[src/hw/rtl/kscb_pkg.sv]
`default_nettype none
package kscb_pkg;

	// field and register widths
	localparam int COUNT_WIDTH = 16;
	localparam int BIN_W       = 18;
	localparam int REG_W       = 16;
	localparam int IDX_W       = 4;

	// internal datapath widths
	localparam int D_W      = 18;              // d = k - 1
	localparam int DV_W     = 22;              // 9 * d
	localparam int Q_W      = 30;              // q = 2^33 / (9d), Q0.32
	localparam int RCP_STEPS = 34;             // dividend 2^33 has 34 bits
	localparam int S_W      = 15;              // s = sqrt(q), Q0.16
	localparam int SQ_STEPS = Q_W / 2;
	localparam int SR_W     = 17;              // root remainder
	localparam int SZ_W     = S_W + REG_W;     // s * z
	localparam int QSH_W    = Q_W - 8;         // q >> 8
	localparam int X_W      = 28;              // x, Q4.24
	localparam int X2_W     = 2 * X_W;
	localparam int X3_W     = 3 * X_W;
	localparam int PP_W     = X_W + D_W;       // partial product of x^3 and d
	localparam int W_W      = X3_W + D_W;      // d * x^3
	localparam int FRAC_W   = 57;
	localparam int TOP_W    = W_W - FRAC_W;    // quotient steps
	localparam int N_W      = TOP_W + 1;

	localparam logic [X_W-1:0] ONE_Q24 = X_W'(1) << 24;

	// register indexes
	localparam logic [IDX_W-1:0] REG_MIN   = IDX_W'(0);
	localparam logic [IDX_W-1:0] REG_MAX   = IDX_W'(1);
	localparam logic [IDX_W-1:0] REG_ERR   = IDX_W'(2);
	localparam logic [IDX_W-1:0] REG_QUANT = IDX_W'(3);

	// clamp kinds
	localparam logic [1:0] KIND_NONE = 2'd0;
	localparam logic [1:0] KIND_MIN  = 2'd1;
	localparam logic [1:0] KIND_MAX  = 2'd2;

endpackage
`default_nettype wire

[src/hw/rtl/kscb_div.sv]
`default_nettype none
// n = ceil(top / eps) bit by bit, then clamp into the output register
module kscb_div (
	input  wire logic                        clk,
	input  wire logic                        arst_n,
	input  wire logic                        adv,
	input  wire logic [kscb_pkg::REG_W-1:0]  bound_err,
	input  wire logic [kscb_pkg::REG_W-1:0]  min_cnt,
	input  wire logic [kscb_pkg::REG_W-1:0]  max_cnt,
	input  wire logic                        in_valid,
	input  wire logic                        in_few,
	input  wire logic [kscb_pkg::TOP_W-1:0]  in_top,
	input  wire logic                        in_frac,
	output logic                             out_valid,
	output logic [kscb_pkg::COUNT_WIDTH-1:0] out_limit,
	output logic [1:0]                       out_kind
);
	import kscb_pkg::*;

	typedef struct packed {
		logic             few;
		logic             frac;
		logic [TOP_W-1:0] top;
		logic [REG_W-1:0] rem;
		logic [TOP_W-1:0] quo;
	} dv_t;

	logic dvld_s [TOP_W];
	dv_t  dv_s   [TOP_W];

	for (genvar i = 0; i < TOP_W; i++) begin : g_step
		logic           prev_v;
		dv_t            prev;
		dv_t            nxt;
		logic [REG_W:0] shifted;

		if (i == 0) begin : g_first
			assign prev_v = in_valid;
			assign prev   = '{few: in_few, frac: in_frac, top: in_top, rem: '0, quo: '0};
		end else begin : g_next
			assign prev_v = dvld_s[i-1];
			assign prev   = dv_s[i-1];
		end

		// trial subtract of eps
		always_comb begin
			nxt     = prev;
			shifted = {prev.rem, prev.top[TOP_W-1-i]};
			if (shifted >= {1'b0, bound_err}) begin
				nxt.rem = REG_W'(shifted - {1'b0, bound_err});
				nxt.quo = {prev.quo[TOP_W-2:0], 1'b1};
			end else begin
				nxt.rem = shifted[REG_W-1:0];
				nxt.quo = {prev.quo[TOP_W-2:0], 1'b0};
			end
		end

		always_ff @(posedge clk or negedge arst_n) begin
			if (!arst_n) begin
				dvld_s[i] <= 1'b0;
			end else if (adv) begin
				dvld_s[i] <= prev_v;
			end
		end

		always_ff @(posedge clk) begin
			if (adv) begin
				dv_s[i] <= nxt;
			end
		end
	end

	logic                   nvld_s1;
	logic                   ovld_s2;
	logic                   few_s1;
	logic [N_W-1:0]         n_s1;
	logic [COUNT_WIDTH-1:0] limit_s2;
	logic [1:0]             kind_s2;
	logic [COUNT_WIDTH-1:0] limit_nxt;
	logic [1:0]             kind_nxt;
	dv_t                    last;

	assign last = dv_s[TOP_W-1];

	always_ff @(posedge clk or negedge arst_n) begin
		if (!arst_n) begin
			nvld_s1 <= 1'b0;
			ovld_s2 <= 1'b0;
		end else if (adv) begin
			nvld_s1 <= dvld_s[TOP_W-1];
			ovld_s2 <= nvld_s1;
		end
	end

	// clamp: too few bins or zero error give max, then minimum tested before maximum
	always_comb begin
		limit_nxt = n_s1[COUNT_WIDTH-1:0];
		kind_nxt  = KIND_NONE;
		if (few_s1) begin
			limit_nxt = max_cnt;
		end else if (bound_err == '0) begin
			limit_nxt = max_cnt;
			kind_nxt  = KIND_MAX;
		end else if (n_s1 < N_W'(min_cnt)) begin
			limit_nxt = min_cnt;
			kind_nxt  = KIND_MIN;
		end else if (n_s1 > N_W'(max_cnt)) begin
			limit_nxt = max_cnt;
			kind_nxt  = KIND_MAX;
		end
	end

	always_ff @(posedge clk) begin
		if (adv) begin
			// round up on any remainder or fraction
			few_s1   <= last.few;
			n_s1     <= N_W'(last.quo) + N_W'((last.rem != '0) || last.frac);
			limit_s2 <= limit_nxt;
			kind_s2  <= kind_nxt;
		end
	end

	assign out_valid = ovld_s2;
	assign out_limit = limit_s2;
	assign out_kind  = kind_s2;

endmodule
`default_nettype wire

[config.mk]
export PLATFORM = sky130hd
export DESIGN_NAME = kscb_div
export DESIGN_NICKNAME = d
export VERILOG_FILES = /design/src/hw/rtl/kscb_pkg.sv /design/src/hw/rtl/kscb_div.sv
export SDC_FILE = /design/constraint.sdc
export NUM_CORES = 2
export LEC_CHECK = 0
export CORE_AREA = 2 2 566 427
export DETAILED_ROUTE_END_ITERATION = 8
export DIE_AREA = 0 0 568 429
export DONT_BUFFER_PORTS = 1
export GPL_TIMING_DRIVEN = 0
export PLACE_DENSITY = 0.74
export SYNTH_ARGS = -nofsm -noshare
export SYNTH_HDL_FRONTEND = slang
export SYNTH_MEMORY_MAX_BITS = 65536
export SYNTH_SLANG_ARGS = --single-unit
[constraint.sdc]
create_clock -name clk -period 5.85 [get_ports clk]
set_input_delay 0.2925 -clock clk [delete_from_list [all_inputs] [get_ports clk]]
set_output_delay 0.2925 -clock clk [all_outputs]
set_load 0.01 [all_outputs]
==> flow_results.xml <==
<?xml version="1.0" encoding="UTF-8"?>
<metrics>
  <group name="routing">
    <metric name="drt-total-wl" unit="um">247000</metric>
    <metric name="wire_per_inst" unit="um">19.5</metric>
    <metric name="drt-vias-per-instance" unit="">5.79</metric>
    <metric name="drtIter0Drc" unit="">7377</metric>
    <metric name="drt_pass1_iterations" unit="">6</metric>
    <metric name="via_count" unit="">73224</metric>
    <metric name="drt.antenna.violating_nets" unit="">0</metric>
    <metric name="drcViolationCount" unit="">0</metric>
  </group>
  <group name="synth">
    <metric name="synth_top_cells_by_area" unit="">edfxtp_1 (67%), ha_1 (7.1%), mux2_2 (3.5%)</metric>
    <metric name="postSynthAreaPerCell" unit="sq um">14.8</metric>
    <metric name="sequential_fraction_of_the_synthesis_area" unit="%">67.6</metric>
    <metric name="synth.cell_area" unit="sq um">130000</metric>
    <metric name="synth_top_cell_by_area" unit="">edfxtp_1</metric>
    <metric name="ys_warn_count" unit="">0</metric>
    <metric name="number_of_register_bits_inferred_by_synthesis" unit="">2947</metric>
    <metric name="synth-edff-count" unit="">2900</metric>
    <metric name="synthesis.nets" unit="">9702</metric>
    <metric name="synth_cell_types" unit="">79</metric>
    <metric name="synth_top_flop_cell" unit="">edfxtp_1</metric>
    <metric name="yosys.area.top_type_share" unit="%">66.7</metric>
    <metric name="synth_async_sr_flop_share" unit="%">1.59</metric>
    <metric name="netlist_instances" unit="">8820</metric>
  </group>
  <group name="place">
    <metric name="numPortBuffers" unit="">0</metric>
    <metric name="dp.cells" unit="">11990</metric>
    <metric name="placement.setup.worst_slack" unit="ns">1.08</metric>
    <metric name="detailed_placement_wirelength_estimate" unit="um">155000</metric>
    <metric name="place.gp.congestion" unit="">0.872</metric>
  </group>
  <group name="cells_and_area">
    <metric name="layout-area-overhead-vs-synth" unit="%">12.2</metric>
    <metric name="layout-drive-gt1-share" unit="%">10.8</metric>
    <metric name="post_layout_nonfiller_instances" unit="">12636</metric>
    <metric name="layout_net_count" unit="">10146</metric>
    <metric name="post-route-util" unit="%">61.6</metric>
    <metric name="insertedDiodeCount" unit="">0</metric>
    <metric name="num-fill-cells" unit="">17213</metric>
  </group>
  <group name="die">
    <metric name="die_area" unit="sq um">244000</metric>
    <metric name="dieHeight" unit="um">429</metric>
    <metric name="fp-row-count" unit="">155</metric>
    <metric name="fp.dieW" unit="um">568</metric>
    <metric name="ioPinCount" unit="">118</metric>
    <metric name="placeableCoreArea" unit="sq um">238000</metric>
    <metric name="starting_utilization_of_the_core_area" unit="%">54.9</metric>
  </group>
  <group name="global_routing">
    <metric name="gr-total-overflow" unit="">0</metric>
    <metric name="grt_antenna_before_repair" unit="">2</metric>
    <metric name="pin_count_of_the_biggest_net_entering_global_routing" unit="">262</metric>
    <metric name="grt_pass1_wl" unit="um">389000</metric>
    <metric name="groute.usage.overall" unit="%">20.0</metric>
    <metric name="grt_pass1_vias" unit="">71729</metric>
  </group>
  <group name="timing">
    <metric name="finalCritPeriodShare" unit="%">69.1</metric>
    <metric name="fmaxAchievable" unit="GHz">0.247</metric>
    <metric name="finalClockSkew" unit="ns">0.0463</metric>
    <metric name="final.hold.worst_slack" unit="ns">-0.0168</metric>
    <metric name="slew_headroom" unit="%">1.38</metric>
    <metric name="unrepaired_setup_endpoints_after_global_routing" unit="">no</metric>
    <metric name="final.min_clock_period" unit="ns">4.04</metric>
    <metric name="timing_max_transition_violations_final" unit="">0</metric>
    <metric name="worst_slack" unit="ns">1.81</metric>
    <metric name="final_hold_viol_count" unit="">4</metric>
    <metric name="worst-slew-pin-transition" unit="ns">1.48</metric>
    <metric name="setup_viol_count_final" unit="">0</metric>
  </group>
  <group name="clock_tree">
    <metric name="clock_network_latency_to_the_later_pin_of_the_worst_skew_pair" unit="ns">0.85</metric>
    <metric name="worst_setup_hold_path_clk_slew" unit="ns">0.06</metric>
    <metric name="post-cts-setup-buffer-count" unit="">0</metric>
    <metric name="ctsRootBufferMaster" unit="">clkbuf_16</metric>
    <metric name="ctsHtreeMaxLevel" unit="">5</metric>
    <metric name="post_cts.resized_instances" unit="">0</metric>
    <metric name="number_of_clock_sinks" unit="">2947</metric>
    <metric name="cts.hold.buffers_added" unit="">116</metric>
    <metric name="cts_inserted_buffers" unit="">296</metric>
    <metric name="clk_path_buf_depth" unit="">4</metric>
    <metric name="tritoncts" unit="">done</metric>
  </group>
  <group name="status">
    <metric name="run_status" unit="">finished with violations</metric>
    <metric name="failed_checks" unit="">hold timing</metric>
  </group>
  <group name="critical_path">
    <metric name="worstPathCellList" unit="">clkbuf_1, inv_4, buf_16, ha_1, nor2b_1, o2111ai_1, a41o_1, a21oi_1, o21ai_0, nor2_1, a211oi_2, buf_2, mux2_2</metric>
    <metric name="worst-endpoint-required" unit="ns">6.41</metric>
    <metric name="path_max_fanout" unit="">32</metric>
    <metric name="timing.setup.critical_path_class" unit="">primary input to flop</metric>
    <metric name="max_stage_delay" unit="ns">0.68</metric>
    <metric name="cp-start-kind" unit="">primary input</metric>
    <metric name="cp_top_family" unit="">compound AO/OA/AOI/OAI gates</metric>
    <metric name="crit_arrival" unit="ns">4.60</metric>
    <metric name="element_type_at_the_critical_path_end" unit="">flop</metric>
    <metric name="cp_num_buf_inv" unit="">4</metric>
    <metric name="worst_path_max_delay_cell" unit="">a211oi_2</metric>
  </group>
  <group name="power_and_ir_drop">
    <metric name="clockPowerShare" unit="%">25.2</metric>
    <metric name="power_leakage" unit="uW">0.0534</metric>
    <metric name="internal_power" unit="uW">51900</metric>
    <metric name="power.share.combinational" unit="%">34.4</metric>
    <metric name="power_switching_share" unit="%">31.8</metric>
    <metric name="power.net_switching" unit="uW">24200</metric>
    <metric name="power_per_cell_area" unit="nW/um^2">520</metric>
    <metric name="p_seq_share" unit="%">40.4</metric>
    <metric name="ir_drop" unit="V">0.000313</metric>
  </group>
  <group name="min_path">
    <metric name="hold_path_class" unit="">primary input to flop</metric>
  </group>
  <group name="job">
    <metric name="maxCapViolations" unit="">0</metric>
  </group>
</metrics>
## final cells by class
cell class                 instances  area, sq um  share of cell area [%]
clock inverter                   179         2090                    1.43
tap                             3140         3930                    2.68
timing repair buffer             146         2050                    1.40
inverter                         322         1250                   0.851
clock buffer                     351         7790                    5.32
sequential                      2947        88300                    60.3
buffer                            96          443                   0.303
multi-input combinational       5455        40600                    27.7
## power groups by stage
stage / clock (uW) / sequential [uW] / combinational [uW]
after floorplan: 0 / 30200 / 19800
after global placement: 0 / 31100 / 24100
after detailed placement: 0 / 31100 / 25400
after CTS: 19800 / 30700 / 25800
after global routing: 20600 / 31100 / 28900
final: 19200 / 30700 / 26200
## flip-flops by register name, indices dropped and copies added (netlist names)
register       cells
dv_s            2835
dvld_s             1
few_s1             1
g_step.prev_v     44
n_s1              46
nvld_s1            1
out_kind           2
out_limit         16
out_valid          1
## through the flow
| step | hold slack (ns) | cell area, sq um | total power [uW] | TNS (ns) |
|---|---|---|---|---|
| final | -0.0168 | 146000 | 76100 | 0 |
| after global routing | 0.0308 | 146000 | 80500 | 0 |
| after CTS | 0.000491 | 146000 | 76300 | 0 |
| after detailed placement | -0.00218 | 135000 | 56600 | 0 |
| after global placement | -0.00221 | 134000 | 55200 | -349.23 |
| after floorplan | -0.00309 | 130000 | 50000 | 0 |
## worst register-to-register path, cell delays in order, from the launching register on
cell       delay [ns]
edfxtp_1         0.39
ha_1             0.30
nor2b_1          0.15
o2111ai_1        0.28
a41o_1           0.26
a21oi_1          0.11
o21ai_0          0.48
nor2_1           0.11
a211oi_2         0.68
buf_2            0.43
mux2_2           0.38
## cells in the final DEF, fill, tap and decap left out, drive strengths merged, types with 49 or more instances in the layout
cell type and n:
ha 739, xnor2 324, mux2 424, a21oi 451, nand2b 163, nand2 462
a211oi 57, a21o 120, clkbuf 405, edfxtp 2900, nand3 239, nor2b 123
clkinv 106, and3 52, mux2i 65, inv 340, dlygate4sd3 112, o21a 142
xor2 174, buf 76, o21ai 584, nor2 424, o31a 49, nand4 85
nor3 128
## cells by family after synthesis
kind of cell | after synthesis | synth area share [%]
AO/OA/AOI/OAI | 1782 | 8.54
adder cells (fa/ha/maj) | 783 | 7.76
flip-flops | 2947 | 67.6
buffers and inverters | 418 | 1.27
AND/OR/NAND/NOR | 1903 | 7.24
XOR/XNOR | 498 | 3.34
multiplexers | 489 | 4.20
## Yosys cell counts, drive strengths merged, types with 36 or more instances
cell type  count
a21oi        451
xor2         174
edfxtp      2900
mux2i         65
fa            44
and2          36
dfrtp         47
buf           42
nor2         424
o22ai         45
mux2         424
ha           739
nand2        462
a31oi         46
a21o         120
nor4          46
o31a          49
clkbuf        54
a211oi        57
nand3        239
nand4         85
inv          322
and3          52
nand2b       163
nor3         128
o21bai        38
xnor2        324
nor2b        123
o21a         142
o21ai        584
o31ai         36
## routing by layer
metal	vias to the layer above	global-route usage, %	wire length [um]
met2	2119	31.3	113000
li1	34932	-	-
met3	499	3.05	14800
met1	35674	28.9	112000
met5	-	0	0
met4	0	6.23	7130
## path summary, 6_finish.rpt
kind / startpoint / to / slack [ns] / depth (start not counted)
hold / removal: adv / dv_s[0][171]$_DFFE_PP_ / -0.02 / 1
setup reg to reg: dv_s[2][585]$_DFFE_PP_ / dv_s[2][705]$_DFFE_PP_ / 2.01 / 10
hold reg to reg: dv_s[2][985]$_DFFE_PP_ / dv_s[2][1094]$_DFFE_PP_ / 0.39 / 0
max in group asynchronous: arst_n / g_step[1].prev_v$_DFFE_PN0P_ / 5.07 / 4
setup / recovery: bound_err[1] / dv_s[2][705]$_DFFE_PP_ / 1.81 / 13
min in group asynchronous: arst_n / g_step[27].prev_v$_DFFE_PN0P_ / 0.58 / 4
Power figures use the tool's default switching activity.
