[src/hw/rtl/kscb_pkg.sv]
`default_nettype none
package kscb_pkg;

	// field and register widths
	localparam int COUNT_WIDTH = 16;
	localparam int BIN_W       = 18;
	localparam int REG_W       = 16;
	localparam int IDX_W       = 4;

	// internal datapath widths
	localparam int D_W      = 18;              // d = k - 1
	localparam int DV_W     = 22;              // 9 * d
	localparam int Q_W      = 30;              // q = 2^33 / (9d), Q0.32
	localparam int RCP_STEPS = 34;             // dividend 2^33 has 34 bits
	localparam int S_W      = 15;              // s = sqrt(q), Q0.16
	localparam int SQ_STEPS = Q_W / 2;
	localparam int SR_W     = 17;              // root remainder
	localparam int SZ_W     = S_W + REG_W;     // s * z
	localparam int QSH_W    = Q_W - 8;         // q >> 8
	localparam int X_W      = 28;              // x, Q4.24
	localparam int X2_W     = 2 * X_W;
	localparam int X3_W     = 3 * X_W;
	localparam int PP_W     = X_W + D_W;       // partial product of x^3 and d
	localparam int W_W      = X3_W + D_W;      // d * x^3
	localparam int FRAC_W   = 57;
	localparam int TOP_W    = W_W - FRAC_W;    // quotient steps
	localparam int N_W      = TOP_W + 1;

	localparam logic [X_W-1:0] ONE_Q24 = X_W'(1) << 24;

	// register indexes
	localparam logic [IDX_W-1:0] REG_MIN   = IDX_W'(0);
	localparam logic [IDX_W-1:0] REG_MAX   = IDX_W'(1);
	localparam logic [IDX_W-1:0] REG_ERR   = IDX_W'(2);
	localparam logic [IDX_W-1:0] REG_QUANT = IDX_W'(3);

	// clamp kinds
	localparam logic [1:0] KIND_NONE = 2'd0;
	localparam logic [1:0] KIND_MIN  = 2'd1;
	localparam logic [1:0] KIND_MAX  = 2'd2;

endpackage
`default_nettype wire

[src/hw/rtl/kscb_sqrt.sv]
`default_nettype none
// s = floor(sqrt(q)), digit by digit, one root bit per stage
module kscb_sqrt (
	input  wire logic                      clk,
	input  wire logic                      arst_n,
	input  wire logic                      adv,
	input  wire logic                      in_valid,
	input  wire logic                      in_few,
	input  wire logic [kscb_pkg::D_W-1:0]  in_d,
	input  wire logic [kscb_pkg::Q_W-1:0]  in_q,
	output logic                           out_valid,
	output logic                           out_few,
	output logic [kscb_pkg::D_W-1:0]       out_d,
	output logic [kscb_pkg::Q_W-1:0]       out_q,
	output logic [kscb_pkg::S_W-1:0]       out_s
);
	import kscb_pkg::*;

	typedef struct packed {
		logic            few;
		logic [D_W-1:0]  d;
		logic [Q_W-1:0]  q;
		logic [SR_W-1:0] rem;
		logic [S_W-1:0]  root;
	} sq_t;

	logic vld_s [SQ_STEPS];
	sq_t  sq_s  [SQ_STEPS];

	for (genvar i = 0; i < SQ_STEPS; i++) begin : g_step
		logic            prev_v;
		sq_t             prev;
		sq_t             nxt;
		logic [SR_W+1:0] shifted;
		logic [SR_W+1:0] trial;

		if (i == 0) begin : g_first
			assign prev_v = in_valid;
			assign prev   = '{few: in_few, d: in_d, q: in_q, rem: '0, root: '0};
		end else begin : g_next
			assign prev_v = vld_s[i-1];
			assign prev   = sq_s[i-1];
		end

		// bring in two bits, try root*4+1
		always_comb begin
			nxt     = prev;
			shifted = {prev.rem, prev.q[Q_W-1-2*i -: 2]};
			trial   = (SR_W+2)'({prev.root, 2'b01});
			if (shifted >= trial) begin
				nxt.rem  = SR_W'(shifted - trial);
				nxt.root = {prev.root[S_W-2:0], 1'b1};
			end else begin
				nxt.rem  = shifted[SR_W-1:0];
				nxt.root = {prev.root[S_W-2:0], 1'b0};
			end
		end

		always_ff @(posedge clk or negedge arst_n) begin
			if (!arst_n) begin
				vld_s[i] <= 1'b0;
			end else if (adv) begin
				vld_s[i] <= prev_v;
			end
		end

		always_ff @(posedge clk) begin
			if (adv) begin
				sq_s[i] <= nxt;
			end
		end
	end

	assign out_valid = vld_s[SQ_STEPS-1];
	assign out_few   = sq_s[SQ_STEPS-1].few;
	assign out_d     = sq_s[SQ_STEPS-1].d;
	assign out_q     = sq_s[SQ_STEPS-1].q;
	assign out_s     = sq_s[SQ_STEPS-1].root;

endmodule
`default_nettype wire

[config.mk]
export PLATFORM = sky130hd
export DESIGN_NAME = kscb_sqrt
export DESIGN_NICKNAME = d
export VERILOG_FILES = /design/src/hw/rtl/kscb_pkg.sv /design/src/hw/rtl/kscb_sqrt.sv
export SDC_FILE = /design/constraint.sdc
export NUM_CORES = 1
export LEC_CHECK = 0
export BUFFER_PORTS_ARGS = -buffer_cell sky130_fd_sc_hd__buf_2
export CAP_MARGIN = 20
export CORE_ASPECT_RATIO = 0.9
export CORE_UTILIZATION = 35
export DETAILED_ROUTE_END_ITERATION = 10
export PLACE_DENSITY = 0.61
export SETUP_SLACK_MARGIN = 0.4
export SYNTH_ARGS = -nofsm -noshare
export SYNTH_HDL_FRONTEND = slang
export SYNTH_SLANG_ARGS = --single-unit
[constraint.sdc]
create_clock -name clk -period 2.5 [get_ports clk]
set_clock_uncertainty 0.1 [all_clocks]
set_input_delay 0 -clock clk [delete_from_list [all_inputs] [get_ports clk]]
set_output_delay 0 -clock clk [all_outputs]
set_load 0.02 [all_outputs]
==> flow_metrics.env, run 1 <==
export IMPL_status="finished, violations left"
export IMPL_violations="setup timing"
export IMPL_grt_max_degree=67
export IMPL_antenna_found_initial=6
export IMPL_cp_start_kind="register"
export IMPL_io_buffers=117
export IMPL_synth_top_area_share=0.763
export IMPL_wl_per_cell_um=14.7
export IMPL_crit_chain="ha_4 -> a21oi_4 -> a21boi_2 -> buf_4 -> or3_4 -> o221a_4 -> o41ai_4 -> mux2_4"
export IMPL_routed_wl_um=72600
export IMPL_grt_overflow=0
export IMPL_path_buf_inv=1
export IMPL_clock_tree_root_cell="clkbuf_16"
export IMPL_power_density_nw_per_um2=805
export IMPL_hold_start="adv"
export IMPL_nets=3453
export IMPL_hold_viol_final=0
export IMPL_htree_levels=3
export IMPL_clk_pin_slew_ps=60
export IMPL_synth_common_cells="edfxtp_1, inv_1, ha_1, nor2_1, o21ai_0"
export IMPL_grt_pass1_vias=22600
export IMPL_worst_setup_path_type="register to register"
export IMPL_synth_area_top_cells="edfxtp_1, ha_1, xnor2_1, inv_1, mux2_2"
export IMPL_startpoint="sq_s[1][100]"
export IMPL_final_max_slew_violation_count=0
export IMPL_critPathMaxStageDelay_ps=430
export IMPL_design_area_um2=56800
export IMPL_synthFlopType="edfxtp_1"
export IMPL_drv_cap=0
export IMPL_area_growth_pct=34.3
export IMPL_cts_sinks=1090
export IMPL_synth_edf_count=1075
export IMPL_cts_tree="done"
export IMPL_synth_most_common_cell="edfxtp_1"
export IMPL_seq_area_frac_synth=0.772
export IMPL_setup_violations=15
export IMPL_slew_headroom=0.561
export IMPL_firstDrtPassIters=6
export IMPL_min_period_ps=2620
export IMPL_grt_pass1_wl_um=114000
export IMPL_syn_inst=2514
export IMPL_dp_cells=4426
export IMPL_clk_latency_ps=710
export IMPL_async_flop_share=0.0138
export IMPL_vias=22600
export IMPL_synth_area_leader_cell="edfxtp_1"
export IMPL_critPathTopFamily="compound AO/OA/AOI/OAI gates"
export IMPL_fin_crit_sh=1.05
export IMPL_drc=0
export IMPL_leakagePower_nw=20.9
export IMPL_wl_met1_um=30900
export IMPL_place_area_um2=47800
export IMPL_tightestPinTransition_ps=656
export IMPL_clockBufferDepth=3
export IMPL_route_top_layer_used="met4"
export IMPL_fp_dieH_um=332
export IMPL_die_area_um2=122000
export IMPL_cp_arrival_ps=2980
export IMPL_grt_usage=0.115
export IMPL_num_rows=120
export IMPL_rsz0062_at_grt="yes"
export IMPL_ys_warn_count=0
export IMPL_synth_distinct_cells=86
export IMPL_numCtsBuffers=111
export IMPL_synth_fp_nets=2702
export IMPL_coreArea_um2=119000
export IMPL_place_gp_congestion=0.819
export IMPL_final_cells=4947
export IMPL_hpwl_um=44000
export IMPL_drtIter0Drc=1308
export IMPL_via_per_inst=4.56
export IMPL_wl_met3_um=2900
export IMPL_crit_path_end_kind="register"
export IMPL_vdd_ir_drop_max_v=0.000582
export IMPL_synth_seq_cells=1090
export IMPL_fin_ws_ps=-116
export IMPL_wl_met2_um=36400
export IMPL_synth_avg_cell_area_um2=16.8
export IMPL_min_path_type="input pin to register"
export IMPL_fmax_mhz=382
export IMPL_postRouteAntennaNets=0
export IMPL_timing_rr_start="sq_s[1][100]"
export IMPL_start_util=0.354
export IMPL_crit_slowest_cell="edfxtp_1"
export IMPL_crit_fanout=4
export IMPL_synth_area_um2=42300
export IMPL_io_pins=118
export IMPL_tns_ps=-829
export IMPL_cp_required_ps=2870
export IMPL_final_layout_size_suffix_gt1_frac=0.369
export IMPL_die_w_um=368
## stage by stage
step	total power, mW	worst slack, ps	hold slack [ps]	utilization
2_1_floorplan	25.9	-160	-396	-
3_3_place_gp	27.8	-401	-186	0.400
3_5_place_dp	27.9	-410	-176	0.400
4_1_cts	45.7	-147	104	0.460
5_1_grt	47.7	-183	133	0.476
6_report	45.7	-116	169	0.476
## layer usage
| layer | up-vias | track usage |
|---|---|---|
| li1 | 11100 | - |
| met1 | 10900 | 0.140 |
| met2 | 380 | 0.194 |
| met3 | 155 | 0.0264 |
| met4 | 0 | 0.0494 |
| met5 | - | 0 |
## where the power goes
group	switching (mW)	leakage [nW]	total (mW)	internal (mW)
logic	3.06	8.52	6.42	3.36
clock network	6.88	1.81	16.6	9.73
registers	0.761	10.6	22.7	21.9
## kinds of logic (layout without fill, tap and decap cells)
family                     Yosys count  in the layout  share of synthesized area
muxes                               73             73                     0.0197
adders and majority gates          135            135                     0.0400
buffers and inverters              207           1049                     0.0192
AOI/OAI and AO/OA                  359            360                     0.0563
other                                1              4                  0.0000887
and+or+nand+nor                    506            507                     0.0628
DFF                               1090           1090                      0.772
xor gates and xnor gates           143            143                     0.0296
## cell usage in the layout, fill, tap and decap left out, types with 16 or more instances in the layout
cell type,count
a21o_1,25
nor2_1,78
a21oi_2,32
nor2b_1,18
o21ai_0,47
ha_4,60
o21a_1,28
clkbuf_16,111
dlygate4sd3_1,105
nand2_2,16
o21ai_2,27
nand4_1,22
mux2_4,40
o21ai_1,19
nor2_2,16
buf_2,116
clkinv_2,25
nor2_4,32
inv_1,135
xnor2_2,16
nand2b_1,28
xnor2_1,60
buf_4,327
clkinv_1,21
buf_6,83
edfxtp_1,1075
nor3_1,24
xor2_1,65
nand3_1,18
inv_2,32
mux2_2,20
a21oi_1,52
clkbuf_1,18
buf_12,30
nand2_1,67
ha_1,66
## registers in the layout, indices dropped and copies added (netlist names)
name,cells
g_step.prev_v,14
out_valid,1
sq_s,1075
## path summary, 6_finish.rpt
path,end,slack (ps),cells past startpoint
worst max-delay path,sq_s[1][193],-120,8
worst max register to register,sq_s[1][193],-120,8
worst min-delay path,sq_s[0][421],170,2
max in group asynchronous,g_step[8].prev_v,1560,3
worst min register to register,sq_s[0][205],280,0
min in group asynchronous,g_step[13].prev_v,320,3
## layout make-up
type	instances	area [µm²]
antenna	3	7.51
clock buffer	129	2850
clock inverter	77	857
fill	10000	62600
inverter	171	658
multi-input combinational	1219	12000
sequential	1090	32700
tap	1586	1980
timing repair buffer	672	5820
## repair_timing
action,CTS,global route
hold endpoints to repair,574,0
setup buffers,119,82
pin swaps,118,123
cloned,5,1
hold buffers,105,0
resized for setup,282,280
setup endpoints to repair,209,221
Note: power is estimated with default switching activity, not from simulation.
==> run 2, diff against run 1 <==
Settings changed: REMOVE_ABC_BUFFERS from default to 1.
==> run 2 against run 1 <==
The run still ends with setup timing left. Routed wire length is 3.8% higher. Die area stayed put. Via count is 1.8% higher. Flip-flop and latch count stayed put. Utilization is 0.22 points higher. Non-clock buffer count rose by 70. Clock power fell by 2%. Critical path depth unchanged. Register-to-register slack hardly changed. Critical path type unchanged. Highest routed layer is now met5.
==> flow_metrics.env, run 2 (synthesized netlist as in run 1, its figures left out) <==
export IMPL_status="finished, violations left"
export IMPL_violations="setup timing"
export IMPL_fmax_mhz=381
export IMPL_final_util=0.478
export IMPL_layout_common_cells="edfxtp_1, buf_4, inv_1"
export IMPL_clk_pin_slew_ps=60
export IMPL_critPathTopFamily="compound AO/OA/AOI/OAI gates"
export IMPL_grt_pass1_vias=23000
export IMPL_path_buf_inv=1
export IMPL_leakagePower_nw=21.2
export IMPL_drv_cap=0
export IMPL_worst_setup_path_type="register to register"
export IMPL_cp_arrival_ps=2980
export IMPL_die_w_um=368
export IMPL_crit_fanout=3
export IMPL_multi_input_area_um2=11900
export IMPL_rsz0062_at_grt="yes"
export IMPL_slew_headroom=0.547
export IMPL_hpwl_um=46200
export IMPL_fin_crit_sh=1.05
export IMPL_grt_usage=0.120
export IMPL_dp_cells=4527
export IMPL_place_gp_congestion=0.847
export IMPL_antenna_found_initial=4
export IMPL_cts_tree="done"
export IMPL_met2_usage=0.195
export IMPL_grt_overflow=0
export IMPL_ff_latch_area_um2=32700
export IMPL_largest_reg_flops=1075
export IMPL_grt_pass1_wl_um=118000
export IMPL_via_per_inst=4.58
export IMPL_postRouteAntennaNets=0
export IMPL_busiest_layer="met2"
export IMPL_min_path_type="input pin to register"
export IMPL_tightestPinTransition_ps=677
export IMPL_final_max_slew_violation_count=0
export IMPL_firstDrtPassIters=5
export IMPL_final_cells=5020
export IMPL_critPathMaxStageDelay_ps=400
export IMPL_clockBufferDepth=3
export IMPL_io_buffers=117
export IMPL_power_density_nw_per_um2=797
export IMPL_coreArea_um2=119000
export IMPL_hold_viol_final=0
export IMPL_cp_start_kind="register"
export IMPL_regMostFlops="sq_s"
export IMPL_htree_levels=3
export IMPL_nets=3523
export IMPL_fp_dieH_um=332
export IMPL_crit_path_end_kind="register"
export IMPL_drc=0
export IMPL_numCtsBuffers=111
export IMPL_die_area_um2=122000
export IMPL_clk_latency_ps=710
export IMPL_total_power_mw=45.5
export IMPL_final_common_cell="edfxtp_1"
export IMPL_setup_violations=30
export IMPL_cts_sinks=1090
export IMPL_vdd_ir_drop_max_v=0.000548
export IMPL_min_period_ps=2620
export IMPL_cp_required_ps=2860
export IMPL_num_rows=120
export IMPL_area_growth_pct=34.9
export IMPL_met3_usage=0.0275
export IMPL_io_pins=118
export IMPL_start_util=0.354
export IMPL_drtIter0Drc=1523
export IMPL_crit_chain="inv_2 -> ha_4 -> nor2b_4 -> o31a_1 -> o41ai_4 -> nand2_2 -> a2111oi_4 -> mux2_4"
export IMPL_grt_max_degree=101
export IMPL_fin_ws_ps=-125
export IMPL_crit_slowest_cell="edfxtp_1"
export IMPL_routed_wl_um=75400
export IMPL_final_layout_size_suffix_gt1_frac=0.379
export IMPL_wl_per_cell_um=15.0
export IMPL_clock_tree_root_cell="clkbuf_16"
export IMPL_grtUsageMet1=0.157
export IMPL_post_place_ws_ps=-387
export IMPL_fillerInstances=10000
export IMPL_vias=23000
[run 2: worst paths after layout]
check	from	end	slack [ps]	depth (start not counted)
max in group asynchronous	arst_n	g_step[7].prev_v	1530	3
setup reg to reg	sq_s[1][162]	sq_s[1][272]	-120	8
setup / recovery	sq_s[1][162]	sq_s[1][272]	-120	8
hold / removal	adv	sq_s[0][74]	220	2
hold reg to reg	sq_s[0][225]	sq_s[0][306]	290	0
min in group asynchronous	arst_n	out_valid	340	3
[run 2: metal layers]
metal	part of all wire	routed length (µm)
met5	0.00017	13
met4	0.030	2280
met3	0.041	3130
met2	0.48	36300
met1	0.45	33600
[run 2: worst reg2reg max path, cell delays in order (launching register included)]
cell and delay [ps]:
edfxtp_1 400, inv_2 90, ha_4 200, nor2b_4 120, o31a_1 340, o41ai_4 330
nand2_2 140, a2111oi_4 330, mux2_4 320
[run 2: area by class of cell]
type | count | share of cell area
timing repair buffer | 742 | 0.109
tap | 1586 | 0.0348
inverter | 171 | 0.0116
clock buffer | 133 | 0.0501
antenna | 2 | 0.0000877
timing repair inverter | 1 | 0.000132
sequential | 1090 | 0.572
multi-input combinational | 1218 | 0.208
clock inverter | 77 | 0.0135
[run 2: report_power, final]
group	total [mW]	internal, mW	switching [mW]
combinational	6.55	3.44	3.11
clock	16.2	9.28	6.96
sequential	22.7	21.9	0.760
[run 2: through the flow]
step,setup TNS (ps),area (µm²),hold WS (ps)
final,-1370,57000,224
after global routing,-5600,57000,208
after CTS,-2140,55400,174
after detailed placement,-8500,47500,-179
after global placement,-7230,47500,-189
after floorplan,-22470,42100,-396
[run 2: repair_timing]
item	in CTS	in global routing
resized for setup	478	276
hold endpoints to repair	628	0
setup endpoints to repair	212	222
hold buffers	104	0
gates cloned	7	1
setup buffers	113	56
pin swaps	140	114
